--- src/hdl/ffdm_pkg.sv ---
`timescale 1ns / 1ps
`default_nettype none
// ----------------------------------------------------------------------------
// ffdm_pkg
// Types and constants shared by the divergence monitor modules.
// ----------------------------------------------------------------------------
package ffdm_pkg;

    localparam int FIELD_W   = 32;
    localparam int COORD_W   = 10;
    localparam int DIV_W     = 48;
    localparam int L1_W      = 63;
    localparam int SSUM_W    = 64;
    localparam int BOX_W     = 12;
    localparam int TOL_W     = 47;
    localparam int RANK_W    = 2;
    localparam int CFG_IDX_W = 3;
    localparam int CFG_DATA_W = 47;
    localparam int DIFF_W    = FIELD_W + 1;
    localparam int PROD_W    = 2 * DIFF_W;
    localparam int FRAC_W    = 16;
    localparam int TERM_W    = PROD_W - FRAC_W;
    localparam int SUM_W     = TERM_W + 2;
    localparam int QUEUE_DEPTH = 4;

    localparam logic [CFG_IDX_W-1:0] CFG_INV_WIDTH_X = 3'd0;
    localparam logic [CFG_IDX_W-1:0] CFG_INV_WIDTH_Y = 3'd1;
    localparam logic [CFG_IDX_W-1:0] CFG_INV_WIDTH_Z = 3'd2;
    localparam logic [CFG_IDX_W-1:0] CFG_GRID_RANK   = 3'd3;
    localparam logic [CFG_IDX_W-1:0] CFG_TOLERANCE   = 3'd4;

    localparam logic [FIELD_W-1:0] INV_WIDTH_RESET = 32'h0001_0000;
    localparam logic [RANK_W-1:0]  RANK_RESET      = 2'd3;

    typedef struct packed {
        logic signed [FIELD_W-1:0] bx_low;
        logic signed [FIELD_W-1:0] bx_high;
        logic signed [FIELD_W-1:0] by_low;
        logic signed [FIELD_W-1:0] by_high;
        logic signed [FIELD_W-1:0] bz_low;
        logic signed [FIELD_W-1:0] bz_high;
        logic [COORD_W-1:0]        cell_x;
        logic [COORD_W-1:0]        cell_y;
        logic [COORD_W-1:0]        cell_z;
        logic                      last_cell;
    } in_item_t;

    typedef struct packed {
        logic signed [DIV_W-1:0]  divergence;
        logic [L1_W-1:0]          l1_sum;
        logic signed [SSUM_W-1:0] signed_sum;
        logic [DIV_W-1:0]         max_abs;
        logic signed [BOX_W-1:0]  box_min_x;
        logic signed [BOX_W-1:0]  box_max_x;
        logic signed [BOX_W-1:0]  box_min_y;
        logic signed [BOX_W-1:0]  box_max_y;
        logic signed [BOX_W-1:0]  box_min_z;
        logic signed [BOX_W-1:0]  box_max_z;
        logic                     convex;
        logic                     sweep_done;
    } out_item_t;

    // Register set seen by the front end
    typedef struct packed {
        logic [FIELD_W-1:0] inv_width_x;
        logic [FIELD_W-1:0] inv_width_y;
        logic [FIELD_W-1:0] inv_width_z;
        logic [RANK_W-1:0]  grid_rank;
        logic [TOL_W-1:0]   tolerance;
    } cfg_t;

    // Classified cell passed from front end to back end
    typedef struct packed {
        logic signed [DIV_W-1:0] div;
        logic [DIV_W-1:0]        mag;
        logic                    above;
        logic [COORD_W-1:0]      cx;
        logic [COORD_W-1:0]      cy;
        logic [COORD_W-1:0]      cz;
        logic                    last;
    } work_t;

endpackage
`default_nettype wire

--- src/hdl/ffdm_queue.sv ---
`timescale 1ns / 1ps
`default_nettype none
// ----------------------------------------------------------------------------
// ffdm_queue
// Short first-in first-out queue of classified cells between front and back.
// ----------------------------------------------------------------------------
module ffdm_queue
    import ffdm_pkg::*;
(
    input  wire logic  clk,
    input  wire logic  rst_n,
    input  wire logic  push,
    input  wire work_t push_item,
    output logic       full,
    input  wire logic  pop,
    output logic       empty,
    output work_t      head
);

    localparam int PTR_W = (QUEUE_DEPTH > 1) ? $clog2(QUEUE_DEPTH) : 1;
    localparam int CNT_W = $clog2(QUEUE_DEPTH + 1);
    localparam logic [PTR_W-1:0] LAST_PTR = PTR_W'(QUEUE_DEPTH - 1);

    work_t entries_reg [QUEUE_DEPTH];
    logic [PTR_W-1:0] wr_ptr_reg, rd_ptr_reg;
    logic [CNT_W-1:0] count_reg;

    assign full  = count_reg == CNT_W'(QUEUE_DEPTH);
    assign empty = count_reg == '0;
    assign head  = entries_reg[rd_ptr_reg];

    always_ff @(posedge clk or negedge rst_n)
    begin
        if (!rst_n)
        begin
            wr_ptr_reg <= '0;
            rd_ptr_reg <= '0;
            count_reg  <= '0;
        end
        else
        begin
            if (push)
                wr_ptr_reg <= (wr_ptr_reg == LAST_PTR) ? '0 : wr_ptr_reg + 1'b1;
            if (pop)
                rd_ptr_reg <= (rd_ptr_reg == LAST_PTR) ? '0 : rd_ptr_reg + 1'b1;
            if (push && !pop)
                count_reg <= count_reg + 1'b1;
            else if (pop && !push)
                count_reg <= count_reg - 1'b1;
        end
    end

    always_ff @(posedge clk)
    begin
        if (push)
            entries_reg[wr_ptr_reg] <= push_item;
    end

endmodule
`default_nettype wire

--- config.mk ---
export PLATFORM = sky130hd
export DESIGN_NAME = ffdm_queue
export DESIGN_NICKNAME = d
export VERILOG_FILES = /design/src/hdl/ffdm_pkg.sv /design/src/hdl/ffdm_queue.sv
export SDC_FILE = /design/constraint.sdc
export NUM_CORES = 1
export LEC_CHECK = 0
export BUFFER_PORTS_ARGS = -buffer_cell sky130_fd_sc_hd__buf_2
export CORE_ASPECT_RATIO = 0.75
export CORE_MARGIN = 2
export CORE_UTILIZATION = 60
export CTS_BUF_LIST = sky130_fd_sc_hd__clkbuf_4 sky130_fd_sc_hd__clkbuf_8 sky130_fd_sc_hd__clkbuf_16
export DETAILED_ROUTE_END_ITERATION = 10
export PLACE_DENSITY = 0.83
export SYNTH_ARGS = -nofsm -noshare
export SYNTH_HDL_FRONTEND = slang
export SYNTH_SLANG_ARGS = --single-unit
--- constraint.sdc ---
create_clock -name clk -period 7.8 [get_ports clk]
set_input_delay 0.78 -clock clk [delete_from_list [all_inputs] [get_ports clk]]
set_output_delay 0.78 -clock clk [all_outputs]
set_load 0.01 [all_outputs]
Word-level counts from Yosys, hierarchy flattened
Memory sizes are Yosys's and may differ from the RTL's. Index checks and enable logic that the tools add are counted.

Flip-flop bits (word level): 7. RAM bits: 512. Input bits: 132. Output and inout bits: 130. Logic and storage cells: 23. Memories kept: 1.

Memories: entries_reg (depth 4, bits a word 128, read ports 1, clocked after memory_dff 0, wr ports 1, RTL line ffdm_queue.sv:24) `work_t entries_reg [QUEUE_DEPTH];`.

$add $sub $neg: 4. Equality and inequality tests: 3. Multiplexer cells: 6. Reduce and logical (&&, ||, !) cells: 6.

Operator list (number): 2-to-1 mux 3 bit (2); adder 2 x 1 -> 2 bit, second input constant (2); == test 2 bit, second input constant (2); 2-to-1 mux 2 bit (2); adder 3 x 1 -> 3 bit, second input constant (1); == test 3 bit, second input constant (1); logical NOT 3 bit (1); subtractor 3 x 1 -> 3 bit, second input constant (1); logical AND 1 bit (2); logical NOT 1 bit (2); 2-to-1 mux 1 bit (2); nonzero test 2 bit (1).

Longest topological paths before layout
Depth in word-level cells: 4. Mapped depth: 7. Mapped depth without buffers: 7.

Worst setup path before layout
Ideal clock, no wire load.

Path kind: input to register. Start: in push. End: mem entries_reg[0][0] in the netlist's numbering (enable). Library setup time: 0.502 ns. Arrival: 3.713 ns. Required time: 7.298 ns. Setup slack: 3.585 ns. Cell stages on the path: 1. Path buffers: 0. Path through: and2_1.

Word-level cells in the longest chain between the ends: 2.

Ends and longest elaborated chain: start: declaration (RTL line ffdm_queue.sv:12) `input wire logic push,`; 2-to-1 mux 1 bit (RTL line ffdm_queue.sv:55) `if (push)`; 2-to-1 mux 1 bit (not written as such) (RTL line ffdm_queue.sv:56) `entries_reg[wr_ptr_reg] <= push_item;`; end: declaration (RTL line ffdm_queue.sv:24).

Every way passes these cells.

==> impl_metrics.yaml <==
floorplan:
  start_util_pct: 60.71
  rows: 56
  core_region_area_sq_um: 31110
  die_w_microns: 208.9
  die_y_microns: 157.6
  pin_count: 262
  die-area_sq_um: 32930
synth:
  synth_edf_count: 512
  yosys_warnings: 0
  synthCells: 706
  ys_async_sr_fraction_pct: 1.349
  syn_nets: 845
  synth_ff_type: "edfxtp_1"
  ys_seq_area_share_pct: 82.34
  yosys.area.top_type: "edfxtp_1"
  yosysTopAreaCellShare_pct: 81.41
  synth_area_leaders: "edfxtp_1, mux4_2, dfrtp_1"
  syn_area_sq_um: 18890
  syn-mean-instance-area_sq_um: 26.75
  ys_types: 21
  ys_ff_latch: 519
routing:
  wire_per_inst_microns: 25.06
  dr.pass1.iters: 6
  viasPerCell: 5.894
  num_vias: 8493
  post-route-drc-count: 0
  drtIter0Drc: 806
  ant_nets: 0
  routed_wl_microns: 36120
worst_setup_path:
  slowest_stage: "dfrtp_4"
  path_buf_inv: 2
  r2r_end: "entries_reg[0][126]$_DFFE_PP_"
  critPathCapture: "head[31]"
  r2r_setup_slack_ns: 4.77
  worstPathRequired_ns: 7.02
  worstPathArrival_ns: 2.92
  path_depth: 3
  critPathTopFamily: "buffers and inverters"
  crit_path_max_fanout: 108
  crit_path_max_incr_delay_ns: 0.73
  crit_chain: "buf_12, mux4_2, buf_2"
  start_kind: "flip-flop"
  setup.worst_path.start: "rd_ptr_reg[0]$_DFFE_PN0P_"
  critPathKind: "reg -> out"
  ff2ff_path_depth: 5
  rr_startpoint: "wr_ptr_reg[0]$_DFFE_PN0P_"
  cp-end-kind: "output pin"
global_route:
  first_global_vias: 8803
  grt_max_degree: 109
  antenna_found_initial: 6
  grt_util_all_layers_pct: 22.30
  grt-ovfl-total: 0
  grt_pass1_wl_microns: 53970
job:
  maxCapViolCount: 0
cts:
  tritoncts: "yes"
  clock_latency_ns: 0.56
  h-tree-depth: 2
  cts_sinks: 519
  clock-root-buffer: "clkbuf_16"
  cts_buffer_depth: 3
  cts_made_buffers: 46
  holdBufCountCts: 0
  cts_resized: 0
  clk_pin_slew_ns: 0.06
  post-cts-setup-buffer-count: 0
placed_design:
  dp_hpwl_microns: 21190
  port_buffers: 261
  place_congestion: 0.7216
sta:
  finClkSkew_ns: 0.01899
  fin_tns_setup_ns: 0
  period_needed_ns: 3.699
  setup_viol: 0
  worst_slew_pin_slew_ns: 1.049
  rsz0062_at_grt: "no"
  hold_ws_ns: 0.04548
  max_slew_margin_pct: 30.07
  drv_slew: 0
  hold_viol: 0
  period_share_pct: 47.43
  fmax_ghz: 0.2703
final_layout:
  area_growth_pct: 17.19
  finalNetCount: 1134
  drive_gt1_share_pct: 45.97
  largest_register_ffs: 512
run_status:
  outcome: "completed"
power:
  ir_worst_vdd_uv: 309.9
  p_total_mw: 8.275
  leakagePower_nw: 7.551
  p_per_area_nw_per_um2: 373.9
min_path:
  min_path_type: "in -> async"
## placed cells by master, fill, tap and decap left out, drive strengths merged, types with 2 or more instances in the layout
cell type  synthesis  layout
edfxtp           512     512
buf               27     270
mux4             128     128
clkbuf             2      52
clkinv             0      25
dfrtp              7       7
ha                 6       6
bufinv             0       6
inv                4       5
diode              0       4
and2               4       4
mux2               3       3
nor2               3       3
nand2              2       2
o21ai              2       2
xor2               2       2
## power breakdown
group,total [mW],internal [mW],switching (mW)
clock network,2.28,1.32,0.960
logic,2.22,1.02,1.20
registers,3.77,3.58,0.192
total,8.27,5.92,2.35
## layout make-up
class                           count  area [sq um]
Fill cell                        1781          8979
Timing Repair Buffer              270          1386
Multi-Input combinational cell    154          3114
Clock buffer                       52          1214
Tap cell                          406         508.0
Inverter                            4         15.01
Clock inverter                     32         326.6
Antenna cell                        4         10.01
Sequential cell                   519         15560
## worst reg2reg max path, cell delays in order, from the launching register on
cell and delay (ns):
dfrtp_1 0.43, inv_1 0.15, ha_1 0.18, and2_4 0.32, buf_4 0.66, buf_4 0.83
## stage by stage
step / setup slack, ns / cells / instance area, sq um / utilization (%)
finish: 4.101 / 1441 / 22130 / 71.14
global route: 3.874 / 1437 / 22120 / 71.11
CTS: 4.037 / 1437 / 22120 / 71.11
detailed placement: 4.519 / 1353 / 20580 / 66.16
global placement: 4.548 / 1353 / 20580 / 66.16
floorplan: 3.585 / 706 / 18890 / -
## worst min-delay path by stage
stage	end	slack, ns	cells past startpoint
final	count_reg[2]$_DFFE_PN0P_	0.05	1
after global routing	count_reg[2]$_DFFE_PN0P_	0.03	1
after CTS	count_reg[2]$_DFFE_PN0P_	0.02	1
after detailed placement	count_reg[2]$_DFFE_PN0P_	0.48	1
after global placement	count_reg[2]$_DFFE_PN0P_	0.47	1
after floorplan	count_reg[2]$_DFFE_PN0P_	0.46	1
## layer usage
metal | global-route usage, % | vias up | share of wire (%)
met5 | 0 | - | 0.058
li1 | - | 3650 | -
met4 | 5.374 | 4 | 1.6
met1 | 30.31 | 4447 | 39
met3 | 6.963 | 53 | 9.1
met2 | 36.24 | 339 | 50
## cells by family (layout without fill, tap and decap cells)
kind of cell | count (synthesis) | count (layout) | synth area share, %
DFF | 519 | 519 | 82.34
muxes | 131 | 131 | 15.44
buffers and inverters | 33 | 358 | 1.226
and+or+nand+nor | 11 | 11 | 0.2981
adders and majority gates | 7 | 7 | 0.5035
xor gates and xnor gates | 3 | 3 | 0.1392
AOI/OAI and AO/OA | 2 | 2 | 0.05300
other | 0 | 4 | 0
## cells in the mapped netlist (all sizes together), types with 2 or more instances
cell / number
mux2: 3
nand2: 2
edfxtp: 512
nor2: 3
and2: 4
buf: 27
xor2: 2
mux4: 128
inv: 4
ha: 6
clkbuf: 2
o21ai: 2
dfrtp: 7
Note: power is estimated with default switching activity, not from simulation.
