### config.mk
export PLATFORM = sky130hd
export DESIGN_NAME = ffdm_back
export DESIGN_NICKNAME = d
export VERILOG_FILES = /design/src/hdl/ffdm_pkg.sv /design/src/hdl/ffdm_back.sv
export SDC_FILE = /design/constraint.sdc
export NUM_CORES = 1
export LEC_CHECK = 0
export BUFFER_PORTS_ARGS = -buffer_cell sky130_fd_sc_hd__clkbuf_2
export CELL_PAD_IN_SITES_DETAIL_PLACEMENT = 2
export CELL_PAD_IN_SITES_GLOBAL_PLACEMENT = 2
export CORE_MARGIN = 2
export CORE_UTILIZATION = 31
export DETAILED_ROUTE_END_ITERATION = 8
export GPL_ROUTABILITY_DRIVEN = 1
export MAX_ROUTING_LAYER = met4
export PLACE_DENSITY = 0.71
export SLEW_MARGIN = 10
export SYNTH_ARGS = -nofsm -noshare
export SYNTH_HDL_FRONTEND = slang
export SYNTH_SLANG_ARGS = --single-unit
### constraint.sdc
create_clock -name clk -period 17.4 [get_ports clk]
set_input_delay 2.61 -clock clk [delete_from_list [all_inputs] [get_ports clk]]
set_output_delay 2.61 -clock clk [all_outputs]
set_load 0.02 [all_outputs]
### src/hdl/ffdm_pkg.sv
`timescale 1ns / 1ps
`default_nettype none
// ----------------------------------------------------------------------------
// ffdm_pkg
// Types and constants shared by the divergence monitor modules.
// ----------------------------------------------------------------------------
package ffdm_pkg;

    localparam int FIELD_W   = 32;
    localparam int COORD_W   = 10;
    localparam int DIV_W     = 48;
    localparam int L1_W      = 63;
    localparam int SSUM_W    = 64;
    localparam int BOX_W     = 12;
    localparam int TOL_W     = 47;
    localparam int RANK_W    = 2;
    localparam int CFG_IDX_W = 3;
    localparam int CFG_DATA_W = 47;
    localparam int DIFF_W    = FIELD_W + 1;
    localparam int PROD_W    = 2 * DIFF_W;
    localparam int FRAC_W    = 16;
    localparam int TERM_W    = PROD_W - FRAC_W;
    localparam int SUM_W     = TERM_W + 2;
    localparam int QUEUE_DEPTH = 4;

    localparam logic [CFG_IDX_W-1:0] CFG_INV_WIDTH_X = 3'd0;
    localparam logic [CFG_IDX_W-1:0] CFG_INV_WIDTH_Y = 3'd1;
    localparam logic [CFG_IDX_W-1:0] CFG_INV_WIDTH_Z = 3'd2;
    localparam logic [CFG_IDX_W-1:0] CFG_GRID_RANK   = 3'd3;
    localparam logic [CFG_IDX_W-1:0] CFG_TOLERANCE   = 3'd4;

    localparam logic [FIELD_W-1:0] INV_WIDTH_RESET = 32'h0001_0000;
    localparam logic [RANK_W-1:0]  RANK_RESET      = 2'd3;

    typedef struct packed {
        logic signed [FIELD_W-1:0] bx_low;
        logic signed [FIELD_W-1:0] bx_high;
        logic signed [FIELD_W-1:0] by_low;
        logic signed [FIELD_W-1:0] by_high;
        logic signed [FIELD_W-1:0] bz_low;
        logic signed [FIELD_W-1:0] bz_high;
        logic [COORD_W-1:0]        cell_x;
        logic [COORD_W-1:0]        cell_y;
        logic [COORD_W-1:0]        cell_z;
        logic                      last_cell;
    } in_item_t;

    typedef struct packed {
        logic signed [DIV_W-1:0]  divergence;
        logic [L1_W-1:0]          l1_sum;
        logic signed [SSUM_W-1:0] signed_sum;
        logic [DIV_W-1:0]         max_abs;
        logic signed [BOX_W-1:0]  box_min_x;
        logic signed [BOX_W-1:0]  box_max_x;
        logic signed [BOX_W-1:0]  box_min_y;
        logic signed [BOX_W-1:0]  box_max_y;
        logic signed [BOX_W-1:0]  box_min_z;
        logic signed [BOX_W-1:0]  box_max_z;
        logic                     convex;
        logic                     sweep_done;
    } out_item_t;

    // Register set seen by the front end
    typedef struct packed {
        logic [FIELD_W-1:0] inv_width_x;
        logic [FIELD_W-1:0] inv_width_y;
        logic [FIELD_W-1:0] inv_width_z;
        logic [RANK_W-1:0]  grid_rank;
        logic [TOL_W-1:0]   tolerance;
    } cfg_t;

    // Classified cell passed from front end to back end
    typedef struct packed {
        logic signed [DIV_W-1:0] div;
        logic [DIV_W-1:0]        mag;
        logic                    above;
        logic [COORD_W-1:0]      cx;
        logic [COORD_W-1:0]      cy;
        logic [COORD_W-1:0]      cz;
        logic                    last;
    } work_t;

endpackage
`default_nettype wire

### src/hdl/ffdm_back.sv
`timescale 1ns / 1ps
`default_nettype none
// ----------------------------------------------------------------------------
// ffdm_back
// Back end: sweep accumulators, bounding box, convexity and output register.
// ----------------------------------------------------------------------------
module ffdm_back
    import ffdm_pkg::*;
#(
    parameter int GRID_DIM = 1024
)
(
    input  wire logic  clk,
    input  wire logic  rst_n,
    input  wire logic  empty,
    input  wire work_t head,
    output logic       pop,
    output logic       out_valid,
    input  wire logic  out_stall,
    output out_item_t  out_item
);

    localparam logic signed [BOX_W-1:0] BOX_LO_RESET = BOX_W'(GRID_DIM);
    localparam logic signed [BOX_W-1:0] BOX_HI_RESET = '1;

    logic [L1_W-1:0]          l1_reg, l1_next;
    logic signed [SSUM_W-1:0] ssum_reg, ssum_next;
    logic [DIV_W-1:0]         peak_reg, peak_next;
    logic signed [BOX_W-1:0]  box_lo_reg [3];
    logic signed [BOX_W-1:0]  box_hi_reg [3];
    logic signed [BOX_W-1:0]  box_lo_next [3];
    logic signed [BOX_W-1:0]  box_hi_next [3];
    logic                     convex_reg, convex_next;
    logic                     out_valid_reg;
    out_item_t                out_item_reg;

    logic [L1_W:0]            l1_wide;
    logic signed [SSUM_W:0]   ssum_wide;
    logic signed [BOX_W-1:0]  coord [3];
    logic                     in_box;

    assign pop       = !empty && (!out_valid_reg || !out_stall);
    assign out_valid = out_valid_reg;
    assign out_item  = out_item_reg;

    assign coord[0] = {{(BOX_W-COORD_W){1'b0}}, head.cx};
    assign coord[1] = {{(BOX_W-COORD_W){1'b0}}, head.cy};
    assign coord[2] = {{(BOX_W-COORD_W){1'b0}}, head.cz};

    assign l1_wide   = {1'b0, l1_reg} + (L1_W+1)'(head.mag);
    assign ssum_wide = {ssum_reg[SSUM_W-1], ssum_reg}
                     + {{(SSUM_W+1-DIV_W){head.div[DIV_W-1]}}, head.div};

    always_comb
    begin
        l1_next   = l1_wide[L1_W] ? '1 : l1_wide[L1_W-1:0];
        if (ssum_wide[SSUM_W] != ssum_wide[SSUM_W-1])
            ssum_next = ssum_wide[SSUM_W] ? {1'b1, {(SSUM_W-1){1'b0}}}
                                          : {1'b0, {(SSUM_W-1){1'b1}}};
        else
            ssum_next = ssum_wide[SSUM_W-1:0];
        peak_next = (head.mag > peak_reg) ? head.mag : peak_reg;

        in_box = 1'b1;
        for (int a = 0; a < 3; a++)
        begin
            box_lo_next[a] = box_lo_reg[a];
            box_hi_next[a] = box_hi_reg[a];
            if (head.above)
            begin
                if (coord[a] > box_hi_reg[a]) box_hi_next[a] = coord[a];
                if (coord[a] < box_lo_reg[a]) box_lo_next[a] = coord[a];
            end
            if (coord[a] > box_hi_reg[a] || coord[a] < box_lo_reg[a])
                in_box = 1'b0;
        end
        // a quiet cell inside the box breaks convexity
        convex_next = (!head.above && in_box) ? 1'b0 : convex_reg;
    end

    always_ff @(posedge clk or negedge rst_n)
    begin
        if (!rst_n)
        begin
            out_valid_reg <= 1'b0;
            l1_reg        <= '0;
            ssum_reg      <= '0;
            peak_reg      <= '0;
            convex_reg    <= 1'b1;
            for (int a = 0; a < 3; a++)
            begin
                box_lo_reg[a] <= BOX_LO_RESET;
                box_hi_reg[a] <= BOX_HI_RESET;
            end
        end
        else
        begin
            if (pop)
                out_valid_reg <= 1'b1;
            else if (!out_stall)
                out_valid_reg <= 1'b0;

            if (pop)
            begin
                // clear the sweep state after the final cell
                if (head.last)
                begin
                    l1_reg     <= '0;
                    ssum_reg   <= '0;
                    peak_reg   <= '0;
                    convex_reg <= 1'b1;
                    for (int a = 0; a < 3; a++)
                    begin
                        box_lo_reg[a] <= BOX_LO_RESET;
                        box_hi_reg[a] <= BOX_HI_RESET;
                    end
                end
                else
                begin
                    l1_reg     <= l1_next;
                    ssum_reg   <= ssum_next;
                    peak_reg   <= peak_next;
                    convex_reg <= convex_next;
                    for (int a = 0; a < 3; a++)
                    begin
                        box_lo_reg[a] <= box_lo_next[a];
                        box_hi_reg[a] <= box_hi_next[a];
                    end
                end
            end
        end
    end

    always_ff @(posedge clk)
    begin
        if (pop)
        begin
            out_item_reg.divergence <= head.div;
            out_item_reg.l1_sum     <= l1_next;
            out_item_reg.signed_sum <= ssum_next;
            out_item_reg.max_abs    <= peak_next;
            out_item_reg.box_min_x  <= box_lo_next[0];
            out_item_reg.box_max_x  <= box_hi_next[0];
            out_item_reg.box_min_y  <= box_lo_next[1];
            out_item_reg.box_max_y  <= box_hi_next[1];
            out_item_reg.box_min_z  <= box_lo_next[2];
            out_item_reg.box_max_z  <= box_hi_next[2];
            out_item_reg.convex     <= convex_next;
            out_item_reg.sweep_done <= head.last;
        end
    end

endmodule
`default_nettype wire

==> Word-level counts from Yosys, hierarchy flattened <==
Index checks and enable logic that the tools add are counted.
{ "word_totals": {"reg_bits": 546, "latch_bits": 0, "mem_bits_rw": 0, "romBits": 0, "in_bits": 132, "output_inout_bits": 299, "word_cells": 72, "n_memories": 0} }
{ "classes": {"addsub": 2, "multipliers": 0, "div": 0, "magnitude_cmp": 7, "eq_ne": 2, "shifts": 0, "muxes": 28, "bitwise_logic": 0, "n_reduce_logical": 10} }
{ "op_table": {"columns": ["cell", "count"], "rows": [
  ["$mux W64", 3],
  ["$mux W12", 12],
  ["$mux W63", 2],
  ["$mux W48", 2],
  ["$mux W36", 2],
  ["$add A64 B48 Y65", 1],
  ["$add A63 B48 Y64", 1],
  ["$gt A48 B48 Y1", 1],
  ["$gt A11 B12 Y1", 3],
  ["$lt A11 B12 Y1", 3],
  ["$mux W1", 7],
  ["$logic_not A1 Y1", 4],
  ["$logic_or A1 B1 Y1", 4],
  ["$logic_and A1 B1 Y1", 2],
  ["$ne A2 B2 Y1 const B", 1],
  ["$ne A1 B1 Y1", 1]
]} }

==> Logic depth before layout (Yosys ltp) <==
{ "logic_depth": {"ltp_word": 8, "depth_mapped": 18, "depth_no_buf": 17} }

==> Worst setup path before layout <==
No wires, ideal clock.
{ "synth_path": {"path_kind": "in2out", "from": "in empty", "to": "out pop", "arrival_time_ns": 11.835, "t_required_ns": 14.790, "slack_ns": 2.955, "path_stages": 6, "n_path_buf": 4, "cell_sequence": "nand2b_1 clkbuf_1 inv_1 clkbuf_1 clkbuf_1 clkbuf_1"} }
{ "synth_between": {"elab_chain_len": 2} }
{ "synth_lines": {"columns": ["item", "line", "source"], "rows": [
  ["from (decl)", "ffdm_back.sv:15", "input wire logic empty,"],
  ["$logic_not A1 Y1", "ffdm_back.sv:42", "assign pop = !empty && (!out_valid_reg || !out_stall);"],
  ["$logic_and A1 B1 Y1", "ffdm_back.sv:42", null],
  ["to (decl)", "ffdm_back.sv:17", "output logic pop,"]
]} }
No other way between the ends.

==> Final worst setup path <==
{ "layout_path": {"from": "in head[80] (netlist bit)", "to": "reg ssum_reg[10]"} }
{ "layout_between": {"elab_chain_len": 4, "elab_cells_between_ends": 5, "cone_classes": "add/sub: 1; eq/ne: 1; mux: 3"} }
{ "layout_lines": {"columns": ["item", "line", "source"], "rows": [
  ["from (decl)", "ffdm_back.sv:16", "input wire work_t head,"],
  ["$add A64 B48 Y65 (*)", "ffdm_back.sv:52", "+ {{(SSUM_W+1-DIV_W){head.div[DIV_W-1]}}, head.div};"],
  ["$mux W64 or $ne A1 B1 Y1 (tied branches)", "ffdm_back.sv:58, ffdm_back.sv:57", null],
  ["$mux W64 (*)", "ffdm_back.sv:57", "if (ssum_wide[SSUM_W] != ssum_wide[SSUM_W-1])"],
  ["$mux W64 (*)", "ffdm_back.sv:106", "if (head.last)"],
  ["to (signal assigned)", "ffdm_back.sv:121", "ssum_reg <= ssum_next;"],
  ["to (decl)", "ffdm_back.sv:27", "logic signed [SSUM_W-1:0] ssum_reg, ssum_next;"]
]} }
Mark *: on every way between the ends. The rest lies on a longest branch, timed or not.
A chain may end at the register's enable or synchronous reset.

==> results_dict.tcl <==
set metrics [dict create \
    first_iter_violations 1382 \
    setup_viol 0 \
    stdcell_area_um2 36120 \
    clk_latency_ns 0.63 \
    cts_htree_levels 3 \
    port_buffers 430 \
    postCtsSetupRepairBufs 0 \
    finish.utilization_pct 37.30 \
    crit_fanout 41 \
    ys_async_sr_fraction_pct 45.60 \
    status "finished, final reports clean" \
    worst_pin_slew_ns 1.117 \
    fp.dieH_um 316.8 \
    seq_area_frac_synth_pct 50.11 \
    synth_area_um2 30330 \
    p_sw_uw 2679 \
    reg2regPathDepth 16 \
    drive_above_1_share_pct 23.28 \
    gp_congestion 0.9093 \
    io_pins 431 \
    fillers 10290 \
    totalWireLength_mm 111.4 \
    grt_pass1_vias 26790 \
    antenna_found_initial 2 \
    cts_tree "built" \
    first_pass_iters 5 \
    path_cells "clkbuf_2 -> ha_1 -> inv_1 -> fa_1 -> nor2b_4 -> o31ai_2 -> a32oi_1 -> a41o_1 -> a211oi_2 -> o21ai_1 -> a31o_2 -> and2_1 -> a21oi_4 -> buf_4 -> nor2_2 -> buf_4 -> a211o_1" \
    clock-root-buffer "clkbuf_16" \
    vdd_drop_max_mv 0.1397 \
    ctsLongestPathBuffers 3 \
    yosys_register_bits 546 \
    hp-class "register to register" \
    antenna_left 0 \
    max_slew_margin_pct 25.57 \
    cp_slowest_cell "a21oi_4" \
    crit_path_start_kind "input pin" \
    drv_slew 0 \
    clock_skew_ns 0.02336 \
    die_area_um2 100400 \
    grt_max_degree 181 \
    sequentialPowerShare_pct 32.1 \
    dieWidth_um 316.8 \
    hold_start "box_hi_reg[10]$_DFFE_PN1P_" \
    finalHoldViolCount 0 \
    design_power_total_uw 6496 \
    p_comb_share_pct 44.0 \
    ys.flop_type "edfxtp_1" \
    intPower_uw 3817 \
    layout_commonest_cell "clkbuf_2" \
    max_cap_violations 0 \
    grt_pass1_wl_mm 168.6 \
    drcViolationCount 0 \
    start_util_pct 31.32 \
    synth_warnings 0 \
    p_per_area_nw_per_um2 179.8 \
    clock_sinks 546 \
    fin_crit_ns 7.028 \
    fin_tns_setup_ns 0 \
    core_area_um2 96850 \
    whs_endpoint "box_hi_reg[10]$_DFFE_PN1P_" \
    fmax_mhz 142.3 \
    nNetsFinal 3529 \
    post_cts_resized 0 \
    r2r_slack_ns 12.09 \
    cp.arrival_ns 7.53 \
    p_sw_share_pct 41.24 \
    track_usage_pct 22.54 \
    synth_edf_count 297 \
    clock_power_share_pct 23.9 \
    vias 24630 \
    clkTransAtPathRegs_ns 0.06 \
    required_ns 17.91 \
    synth_nets 3158 \
    synth.distinct_cells 83 \
    wl_per_cell_um 24.71 \
    synth.avg_cell_area_um2 10.82 \
    overflow 0 \
    holdPathStages 2 \
    critPathCaptureType "register" \
    p_leak_uw 0.01594 \
    hold_ws_ns 0.4763 \
    rows 114 \
    r2r_start "ssum_reg[0]$_DFFE_PN0P_" \
    final_cell_mix "clkbuf_2 (429), edfxtp_1 (297), nand2_1 (253)" \
    finalCritPeriodShare_pct 40.39 \
    largest_reg_flops 297 \
    critPathKind "input pin to register" \
    slowest_delay_ns 0.67 \
    dpl-instance-area_um2 33670 \
    vias_per_cell 5.465 \
    synthCells 2804 \
    worstReg2RegEnd "ssum_reg[10]$_DFFE_PN0P_" \
    multi_input_area_um2 13950 \
    hpwl_mm 82.31 \
    syn_to_final_growth_pct 19.10 \
    cpMostUsedCell "buf_4" \
    seqCellArea_um2 15200 \
    numCtsBuffers 69 \
    hold_buffers 0 \
    rsz0062_at_grt "no" \
]
==> cells in the mapped netlist (53+ instances only) <==
cell	n	area (µm²)
dfrtp_1	209	5230
nor3_1	53	265.3
ha_1	220	2753
a21o_1	91	683.2
xnor2_1	69	604.3
mux2_2	103	1160
inv_1	150	563.0
a21oi_1	193	965.9
edfxtp_1	297	8919
o21ai_0	196	980.9
nand2_1	254	953.4
nor2_1	85	319.1
clkbuf_1	118	442.9
a22o_1	76	665.6
==> critical path, delay by kind of cell <==
| family | cells | cell delay (ns) |
|---|---|---|
| AO/OA/AOI/OAI | 8 | 2.74 |
| buffers and inverters | 4 | 1.02 |
| AND/OR/NAND/NOR | 3 | 0.56 |
| adder cells (fa/ha/maj) | 2 | 0.52 |
==> cell type report <==
| class | count | share of cell area [%] |
|---|---|---|
| diodes | 1 | 0.006927 |
| repair buffers | 453 | 6.498 |
| clock buffers | 83 | 5.351 |
| multi-input cells | 1954 | 38.63 |
| well taps | 1276 | 4.420 |
| clock inverters | 43 | 1.434 |
| flip-flops and latches | 546 | 42.08 |
| inverters | 151 | 1.590 |
==> power by group through the flow <==
stage	clock, µW	combinational, µW	sequential [µW]
final	1550	2860	2090
after global routing	1640	3130	2120
after CTS	1600	2870	2090
after detailed placement	0	2840	2110
after global placement	0	2740	2090
after floorplan	0	1720	2240
==> layer usage <==
metal  track usage [%]  vias to the layer above  wire length, µm
met1             28.45                    12790            49430
li1                  -                    11180                -
met4             6.625                        0             2707
met3             2.680                      143             4021
met5                 -                        -                0
met2             37.93                      522            55190
==> worst max-delay path by stage <==
stage / from / to / slack [ns] / depth (start not counted)
detailed placement: head[80] / ssum_reg[19]$_DFFE_PN0P_ / 9.72 / 17
global route: head[80] / ssum_reg[10]$_DFFE_PN0P_ / 10.06 / 17
global placement: head[49] / peak_reg[2]$_DFFE_PN0P_ / 9.92 / 13
finish: head[80] / ssum_reg[10]$_DFFE_PN0P_ / 10.37 / 17
floorplan: empty / pop / 2.96 / 6
CTS: head[80] / ssum_reg[19]$_DFFE_PN0P_ / 10.40 / 17
==> metrics by stage <==
| step | instances | setup slack [ns] |
|---|---|---|
| after floorplan | 2804 | 2.955 |
| after CTS | 4506 | 10.40 |
| final | 4507 | 10.37 |
| after detailed placement | 4380 | 9.718 |
| after global placement | 4380 | 9.918 |
| after global routing | 4506 | 10.06 |
==> kinds of logic after synthesis <==
family                     synth area share, %
buffers and inverters                    4.001
AOI/OAI and AO/OA                        19.59
DFF                                      50.11
and+or+nand+nor                          9.830
xor gates and xnor gates                 3.321
adders and majority gates                9.208
muxes                                    3.931
Power figures use the tool's default switching activity.
